[src/rtl/core/one_span_table_decompressor_core_assert.svh]
// Assertion macros for the one-span table decompressor core.
`ifndef ONE_SPAN_TABLE_DECOMPRESSOR_CORE_ASSERT_SVH
`define ONE_SPAN_TABLE_DECOMPRESSOR_CORE_ASSERT_SVH
`ifndef SYNTHESIS
// Clocked check, off while reset is held.
`define OSD_ASSERT(lbl, prop, msg) \
  lbl: assert property (@(posedge clk) disable iff (!rst_n) prop) else $error(msg);
// Clocked check that also holds during reset.
`define OSD_ASSERT_ALWAYS(lbl, prop, msg) \
  lbl: assert property (@(posedge clk) prop) else $error(msg);
`else
`define OSD_ASSERT(lbl, prop, msg)
`define OSD_ASSERT_ALWAYS(lbl, prop, msg)
`endif
`endif

[src/rtl/core/osd_pkg.sv]
// Shared types and constants of the one-span table decompressor.
package osd_pkg;

  localparam int unsigned MAX_ELEMENTS_DEF = 1024;
  localparam int unsigned WORD_W           = 64;
  localparam int unsigned REP_W            = 11;
  localparam int unsigned STATUS_W         = 4;
  localparam int unsigned MEM_ADDR_MAX_W   = 16;

  typedef enum logic [2:0] {
    PH_TSIZE,
    PH_DSIZE,
    PH_TABLE,
    PH_INDEX,
    PH_SPAN,
    PH_DONE
  } phase_t;

  typedef enum logic [STATUS_W-1:0] {
    ST_OK        = 4'd0,
    ST_NO_HEADER = 4'd1,
    ST_TABLE_BIG = 4'd2,
    ST_DATA_BIG  = 4'd3,
    ST_SHORT     = 4'd4,
    ST_BAD_INDEX = 4'd5,
    ST_SPAN_OUT  = 4'd6,
    ST_SPAN_LONG = 4'd7,
    ST_WRONG_SZ  = 4'd8
  } status_t;

  typedef struct packed {
    logic [WORD_W-1:0] value;
    logic [REP_W-1:0]  repeat_res;
    logic              has_value;
    logic              done_res;
    status_t           status;
  } res_t;

  typedef struct packed {
    logic                      en;
    logic [MEM_ADDR_MAX_W-1:0] addr;
    logic [WORD_W-1:0]         data;
  } wr_t;

endpackage

[src/rtl/core/osd_decode.sv]
// Stream state and per-word decode of the one-span table decompressor.
`include "one_span_table_decompressor_core_assert.svh"

module osd_decode #(
  parameter int unsigned MAX_ELEMENTS = osd_pkg::MAX_ELEMENTS_DEF
) (
  input  logic                       clk,
  input  logic                       rst_n,
  input  logic                       fire,
  input  logic [osd_pkg::WORD_W-1:0] word,
  input  logic                       last,
  input  logic [osd_pkg::WORD_W-1:0] rd_data,
  output osd_pkg::res_t              res,
  output logic                       res_valid,
  output osd_pkg::wr_t               wr
);

  localparam int unsigned CW = $clog2(MAX_ELEMENTS + 1);

  osd_pkg::phase_t  phase_r, phase_nxt, phase_step;
  osd_pkg::status_t err_r, err_nxt, err_step, err_fin;
  logic [CW-1:0] table_count_r, table_count_nxt, table_count_step;
  logic [CW-1:0] data_count_r, data_count_nxt, data_count_step;
  logic [CW-1:0] entries_r, entries_nxt, entries_step;
  logic [CW-1:0] produced_r, produced_nxt, produced_step;

  logic          word_big;
  logic          idx_bad;
  logic          is_one;
  logic          span_long;
  logic [CW-1:0] remain;
  logic [CW-1:0] word_cnt;
  logic [CW-1:0] produced_inc;
  logic [CW-1:0] produced_span;
  logic [CW-1:0] entries_inc;
  logic          has;
  logic [osd_pkg::WORD_W-1:0] val;
  logic [osd_pkg::REP_W-1:0]  rep;

  assign word_big      = word > osd_pkg::WORD_W'(MAX_ELEMENTS);
  assign idx_bad       = word >= osd_pkg::WORD_W'(table_count_r);
  assign is_one        = rd_data == osd_pkg::WORD_W'(1);
  assign remain        = data_count_r - produced_r;
  assign span_long     = word > osd_pkg::WORD_W'(remain);
  assign word_cnt      = word[CW-1:0];
  assign produced_inc  = produced_r + CW'(1);
  assign produced_span = produced_r + word_cnt;
  assign entries_inc   = entries_r + CW'(1);

  // next state for one word
  always_comb begin
    phase_step       = phase_r;
    err_step         = err_r;
    table_count_step = table_count_r;
    data_count_step  = data_count_r;
    entries_step     = entries_r;
    produced_step    = produced_r;
    if (err_r == osd_pkg::ST_OK) begin
      unique case (phase_r)
        osd_pkg::PH_TSIZE: begin
          if (last) begin
            err_step = osd_pkg::ST_NO_HEADER;
          end else if (word_big) begin
            err_step = osd_pkg::ST_TABLE_BIG;
          end else begin
            table_count_step = word_cnt;
            phase_step       = osd_pkg::PH_DSIZE;
          end
        end
        osd_pkg::PH_DSIZE: begin
          if (word_big) begin
            err_step = osd_pkg::ST_DATA_BIG;
          end else begin
            data_count_step = word_cnt;
            if (table_count_r != '0) begin
              phase_step = osd_pkg::PH_TABLE;
            end else if (word_cnt != '0) begin
              phase_step = osd_pkg::PH_INDEX;
            end else begin
              phase_step = osd_pkg::PH_DONE;
            end
          end
        end
        osd_pkg::PH_TABLE: begin
          entries_step = entries_inc;
          if (entries_inc >= table_count_r) begin
            phase_step = (data_count_r != '0) ? osd_pkg::PH_INDEX : osd_pkg::PH_DONE;
          end
        end
        osd_pkg::PH_INDEX: begin
          if (idx_bad) begin
            err_step = osd_pkg::ST_BAD_INDEX;
          end else if (is_one) begin
            phase_step = osd_pkg::PH_SPAN;
          end else begin
            produced_step = produced_inc;
            if (produced_inc >= data_count_r) begin
              phase_step = osd_pkg::PH_DONE;
            end
          end
        end
        osd_pkg::PH_SPAN: begin
          if (span_long) begin
            err_step = osd_pkg::ST_SPAN_LONG;
          end else begin
            produced_step = produced_span;
            phase_step    = (produced_span >= data_count_r) ? osd_pkg::PH_DONE
                                                            : osd_pkg::PH_INDEX;
          end
        end
        default: begin
        end
      endcase
    end

    // end-of-stream checks, then a fresh stream
    err_fin = err_step;
    if (last && (err_step == osd_pkg::ST_OK)) begin
      if (phase_step == osd_pkg::PH_TABLE) begin
        err_fin = osd_pkg::ST_SHORT;
      end else if (phase_step == osd_pkg::PH_SPAN) begin
        err_fin = osd_pkg::ST_SPAN_OUT;
      end else if (produced_step != data_count_step) begin
        err_fin = osd_pkg::ST_WRONG_SZ;
      end
    end

    if (last) begin
      phase_nxt       = osd_pkg::PH_TSIZE;
      err_nxt         = osd_pkg::ST_OK;
      table_count_nxt = '0;
      data_count_nxt  = '0;
      entries_nxt     = '0;
      produced_nxt    = '0;
    end else begin
      phase_nxt       = phase_step;
      err_nxt         = err_step;
      table_count_nxt = table_count_step;
      data_count_nxt  = data_count_step;
      entries_nxt     = entries_step;
      produced_nxt    = produced_step;
    end
  end

  // outputs: decoded value and table write
  always_comb begin
    has     = 1'b0;
    val     = '0;
    rep     = '0;
    wr.en   = 1'b0;
    wr.addr = osd_pkg::MEM_ADDR_MAX_W'(entries_r);
    wr.data = word;
    if (err_r == osd_pkg::ST_OK) begin
      unique case (phase_r)
        osd_pkg::PH_TABLE: begin
          wr.en = fire && (entries_r < CW'(MAX_ELEMENTS));
        end
        osd_pkg::PH_INDEX: begin
          if (!idx_bad && !is_one) begin
            has = 1'b1;
            val = rd_data;
            rep = osd_pkg::REP_W'(1);
          end
        end
        osd_pkg::PH_SPAN: begin
          if (!span_long && (word != '0)) begin
            has = 1'b1;
            val = osd_pkg::WORD_W'(1);
            rep = word[osd_pkg::REP_W-1:0];
          end
        end
        default: begin
        end
      endcase
    end
  end

  assign res_valid      = last || has;
  assign res.value      = val;
  assign res.repeat_res = rep;
  assign res.has_value  = has;
  assign res.done_res   = last;
  assign res.status     = last ? err_fin : err_r;

  always_ff @(posedge clk) begin
    if (!rst_n) begin
      phase_r       <= osd_pkg::PH_TSIZE;
      err_r         <= osd_pkg::ST_OK;
      table_count_r <= '0;
      data_count_r  <= '0;
      entries_r     <= '0;
      produced_r    <= '0;
    end else if (fire) begin
      phase_r       <= phase_nxt;
      err_r         <= err_nxt;
      table_count_r <= table_count_nxt;
      data_count_r  <= data_count_nxt;
      entries_r     <= entries_nxt;
      produced_r    <= produced_nxt;
    end
  end

  `OSD_ASSERT(a_prod_le_data, produced_r <= data_count_r, "values produced exceed data size")
  `OSD_ASSERT(a_load_le_table, entries_r <= table_count_r, "entries loaded exceed table size")
  `OSD_ASSERT(a_err_sticky, (err_r != osd_pkg::ST_OK && !(fire && last)) |=> (err_r == $past(err_r)), "error latch changed mid-stream")
  `OSD_ASSERT_ALWAYS(a_last_clears, (rst_n && fire && last) |=> (phase_r == osd_pkg::PH_TSIZE && err_r == osd_pkg::ST_OK), "stream state not cleared after last word")

endmodule
[config.mk]
export PLATFORM = sky130hd
export DESIGN_NAME = osd_decode
export DESIGN_NICKNAME = d
export VERILOG_FILES = /design/src/rtl/core/osd_pkg.sv /design/src/rtl/core/osd_decode.sv
export VERILOG_INCLUDE_DIRS = /design/src /design/src/rtl/core
export SDC_FILE = /design/constraint.sdc
export NUM_CORES = 1
export LEC_CHECK = 0
export BUFFER_PORTS_ARGS = -buffer_cell sky130_fd_sc_hd__buf_2
export CORE_AREA = 8 8 126 128
export CTS_BUF_LIST = sky130_fd_sc_hd__clkbuf_4 sky130_fd_sc_hd__clkbuf_8
export CTS_CLUSTER_SIZE = 40
export DETAILED_ROUTE_END_ITERATION = 10
export DIE_AREA = 0 0 134 136
export PLACE_DENSITY = 0.84
export SLEW_MARGIN = 20
export SYNTH_ARGS = -nofsm -noshare
export SYNTH_HDL_FRONTEND = slang
export SYNTH_SLANG_ARGS = --single-unit
[constraint.sdc]
create_clock -name clk -period 15 [get_ports clk]
set_input_delay 0 -clock clk [delete_from_list [all_inputs] [get_ports clk]]
set_output_delay 0 -clock clk [all_outputs]
set_load 0.05 [all_outputs]
# Word-level counts from Yosys, hierarchy flattened
# Index checks and enable logic that the tools add are counted.
[classes]
add_sub_neg = 4
mul = 0
div = 0
n_lt_le_gt_ge = 7
eq_ne = 9
n_shift = 0
mux = 59
bitwise_logic = 0
n_reduce_logical = 20
[ops]
columns = ["operator", "count"]
rows = [
  ["two-way mux 11 bit", 18],
  ["two-way mux 64 bit", 2],
  ["one-hot mux 64 bit (2 select lines)", 1],
  ["== test 64 x 1 -> 1 bit (second input constant)", 1],
  ["greater-or-equal comparator 64 x 11 -> 1 bit", 1],
  ["> comparator 64 x 11 -> 1 bit", 1],
  ["> comparator 64 x 11 -> 1 bit (second input constant)", 1],
  ["nonzero test 64 bit", 1],
  ["two-way mux 4 bit", 12],
  ["one-hot mux 11 bit (2 select lines)", 2],
  ["two-way mux 3 bit", 14],
  ["greater-or-equal comparator 11 bit", 3],
  ["nonzero test 11 bit", 3],
  ["adder 11 x 1 -> 11 bit (second input constant)", 2],
  ["one-hot mux 4 bit (4 select lines)", 1],
  ["one-hot mux 3 bit (5 select lines)", 1],
  ["adder 11 bit", 1],
  ["less-than comparator 11 bit (second input constant)", 1],
  ["inequality test 11 bit", 1],
  ["subtractor 11 bit", 1],
  ["== test 3 x 2 -> 1 bit (second input constant)", 3],
  ["logical NOT 4 bit", 2],
  ["two-way mux 1 bit", 7],
  ["== test 3 bit (second input constant)", 2],
  ["other kinds (10)", 17],
]
[word_totals]
register_bits = 51
latch_bits = 0
ramBits = 0
rom_bits = 0
input_bits = 132
out_inout_bits = 163
wordCells = 105
n_memories = 0

# Longest topological paths before layout
[depth]
word_depth = 12
mapped_depth = 27
mapped_depth_nobuf = 26

# Least setup slack after synthesis
# No wires, ideal clock.
[synth_path]
path_kind = "reg2out"
from = "register produced_r[0]"
to = "output port res[3] (netlist name)"
arrival_time_ns = 5.124
required_time_ns = 15.000
path_slack_ns = 9.876
stages_incl_launch_ff = 27
path_buffers = 1
cell_sequence = "dfxtp_1 ha_1 inv_1 fa_1 a21oi_1 nor2_1 nor2_1 o21ai_0 and2_1 o21ai_0 nand2b_1 a21oi_1 o21bai_1 a21oi_1 xnor2_1 ha_1 nand3_1 a211o_1 and3_1 o21a_1 buf_4 nor2_1 o21ai_0 and3_1 xnor2_1 nor4_2 a32oi_1"
[synth_lines]
columns = ["element", "line_no", "source"]
rows = [
  ["start, declared", "osd_decode.sv:25", "logic [CW-1:0] produced_r, produced_nxt, produced_step;"],
  ["start signal, assigned", "osd_decode.sv:199", "produced_r <= produced_nxt;"],
  ["end, declared", "osd_decode.sv:13", "output osd_pkg::res_t res,"],
]

==> reports/metrics.yaml <==
final_layout:
  diodes: 0
  layout-drive-gt1-share_pct: 26.93
  layout.nets: 1362
  utilization_pct: 57.99
  syn_to_final_growth_pct: 16.26
clock_tree:
  post-cts-setup-buffer-count: 0
  clk_pin_slew_worst_paths_ns: 0.11
  insertion_delay_ns: 0.33
  clockRootBuffer: "clkbuf_8"
  cts.hold.buffers_added: 0
  clockBufferDepth: 2
  cts_sinks: 51
  cts_tree: "done"
  cts_buffers: 5
  cts_resized: 0
  h-tree-depth: 2
synthesis:
  synth_fa_ha_area_share_pct: 14.33
  synth_cell_types: 65
  synth-simple-area-share_pct: 31.09
  synthArstFlopShare_pct: 0
  synthCells: 954
  ys_seq_area_share_pct: 14.58
  ys_ff_latch: 51
  synth_compound_area_share_pct: 19.75
  synth_xor_area_share_pct: 5.504
  yosys_warnings: 0
  synth_edf_count: 0
  synthMuxAreaShare_pct: 2.484
  avgSynthCellArea_um2: 7.339
  synth-main-ff-cell: "dfxtp_1"
  synth_top_family_by_area: "simple AND/OR/NAND/NOR gates"
  synth_area_um2: 7002
sta:
  tns_ns: 0
  fmax_mhz: 157.4
  finalMaxSlewViolations: 0
  hold_violations: 0
  rsz0062_at_grt: "false"
  finalCritPeriodShare_pct: 42.37
  clock-skew-final_ns: 0.01327
  slew_headroom_pct: 26.29
  setup_viol: 0
  period_minus_slack_ns: 6.355
  worst_slew_pin_slew_ns: 1.091
power:
  power.density_nw_per_um2: 45.21
  power.leakage_nw: 3.872
  ir_worst_vdd_uv: 32.65
placed_design:
  gp_congestion: 0.9900
  dpl.hpwl_um: 22380
  portBuffers: 289
detailed_routing:
  firstDrtPassIters: 5
  via_per_inst: 5.972
  wl_per_cell_um: 20.31
  vias: 7972
  routed_wl_um: 27110
  drt_iter0_markers: 782
  post-route-drc-count: 0
  ant_nets: 0
job:
  drv_cap: 0
worst_setup_path:
  crit_arrival_ns: 6.36
  r2r-start: "produced_r[0]$_SDFFE_PN0P_"
  cp-endpoint: "res[3]"
  start_kind: "flip-flop"
  worstRegToRegCells: 25
  r2r-end: "produced_r[9]$_SDFFE_PN0P_"
  endpoint_kind: "output pin"
  required_ns: 15.00
  timing.reg2reg.setup_slack_ns: 9.62
  worstSetupPathType: "reg2out"
  cp_max_fo: 12
  crit_path_start: "produced_r[0]$_SDFFE_PN0P_"
die:
  die_x_um: 134
  pin_count: 295
  die_y_um: 136
  start_util_pct: 49.88
  dieArea_um2: 18220
  core_area_um2: 14040
  rows: 44
global_route:
  grt_pass1_vias: 7614
  antenna_found_initial: 0
  grt_max_degree: 69
  overflow: 0
  track_usage_pct: 28.14
  grt_pass1_wl_um: 41190
min_path:
  min_path_type: "in2reg"
status:
  status: "complete, no violations"
[sequential cells by signal (all words and copies together) (netlist names)]
signal and count:
entries_r 11, phase_r 3, err_r 4, table_count_r 11
data_count_r 11, produced_r 11
[where the power goes]
group          total [mW]  switching, mW  internal, mW  leakage (nW)
combinational       0.129         0.0912        0.0375          3.41
clock               0.102         0.0528        0.0489        0.0502
sequential          0.138        0.00164         0.136         0.411
[placed cells by master (no fill, tap or decap), drive strengths merged, types with 3 or more instances in the layout]
cell	instances
nor3	14
a21oi	48
o21a	4
nand2b	13
a31oi	9
xor2	15
o41ai	3
nand4	16
o21ai	62
clkbuf	5
nand2	55
mux2i	14
nor4	39
a21o	15
a22oi	27
xnor2	29
a32oi	3
o21bai	5
and3	20
or3	4
or4	6
nor2b	40
conb	5
buf	291
o22ai	5
mux2	3
and2	89
nor2	56
nand3	31
o211ai	8
ha	77
or2	3
inv	47
dfxtp	51
a211oi	4
[per-stage QoR]
step | total power, mW | cells | instance area [um2] | hold slack, ns | setup slack, ns
final | 0.3680 | 1335 | 8140 | 0.1083 | 8.645
after global routing | 0.3818 | 1335 | 8140 | 0.1131 | 8.360
after CTS | 0.3682 | 1335 | 8140 | 0.1048 | 8.776
after detailed placement | 0.2677 | 1328 | 8034 | 0.3035 | 9.141
after global placement | 0.2668 | 1328 | 8034 | 0.3023 | 9.376
after floorplan | 0.2317 | 958 | 7017 | 0.1671 | 9.876
[layer usage]
layer  wire [um]  GRT usage, %  vias to the layer above  part of all wire [%]
met5           0             0                        -                     0
met3        2876         5.728                       78                    11
li1            -             -                     3744                     -
met4        1091         12.66                        0                   4.0
met1       10250         32.83                     3615                    38
met2       12890         48.87                      535                    48
[worst max-delay path, stage by stage, from the launching register on]
cell and delay (ns):
dfxtp_1 0.56, ha_1 0.24, inv_1 0.06, fa_1 0.42, a21oi_1 0.16, nor2_1 0.06
nor2_1 0.14, o21ai_0 0.09, and2_1 0.17, o21ai_0 0.26, nand2b_1 0.09, a21oi_1 0.23
o21bai_1 0.09, a21oi_1 0.17, xnor2_1 0.09, ha_1 0.30, nand3_1 0.11, nor4_1 0.35
o21a_1 0.64, mux2_2 0.42, and3_1 0.16, mux2i_1 0.11, or4_1 0.54, nor4_2 0.17
a32oi_1 0.14, buf_2 0.24
[synthesized netlist by cell type (3+ instances only)]
master	n	area, um2
nor2b_1	40	250.2
o41ai_1	3	26.28
and2_1	89	556.8
o211ai_1	8	60.06
nor3_1	14	70.07
nand3_1	30	150.1
or4_1	5	37.54
inv_1	47	176.4
a22oi_1	27	202.7
a21oi_1	48	240.2
buf_4	72	540.5
nand2_1	55	206.5
a21o_1	15	112.6
o21a_1	4	30.03
nor4_1	36	225.2
a32oi_1	3	26.28
xor2_1	15	131.4
or3_1	4	25.02
a211oi_1	4	30.03
and3_1	20	125.1
mux2i_1	14	140.1
nand2b_1	13	81.33
o21ai_0	60	300.3
a31oi_1	9	56.30
ha_1	77	963.4
clkbuf_1	30	112.6
o22ai_1	5	31.28
o21bai_1	5	37.54
xnor2_1	29	254.0
mux2_2	3	33.78
nand4_1	16	100.1
dfxtp_1	51	1021
nor2_1	56	210.2
[cell type report]
cell class | count | area [um2]
clock buffer | 5 | 68.82
tap | 184 | 230.2
sequential | 51 | 1021
multi-input combinational | 754 | 5141
inverter | 48 | 180.2
timing repair buffer | 291 | 1461
fill | 1347 | 5898
clock inverter | 2 | 37.54
[how the worst min path moves through the flow]
stage,start,end,slack (ns),depth (start not counted)
2_1_floorplan,last,res[4],0.17,1
3_3_place_gp,word[57],wr[57],0.30,2
3_5_place_dp,word[44],wr[44],0.30,2
4_1_cts,word[0],data_count_r[0]$_SDFFE_PN0P_,0.10,3
5_1_grt,word[0],data_count_r[0]$_SDFFE_PN0P_,0.11,3
6_report,word[0],data_count_r[0]$_SDFFE_PN0P_,0.11,3
[kinds of logic after synthesis]
group | Yosys count
AND/OR/NAND/NOR | 391
AO/OA/AOI/OAI | 218
buffers and inverters | 153
adder cells (fa/ha/maj) | 79
flip-flops | 51
XOR/XNOR | 44
multiplexers | 17
other | 1
No activity file was read; power rests on OpenSTA's default activity.
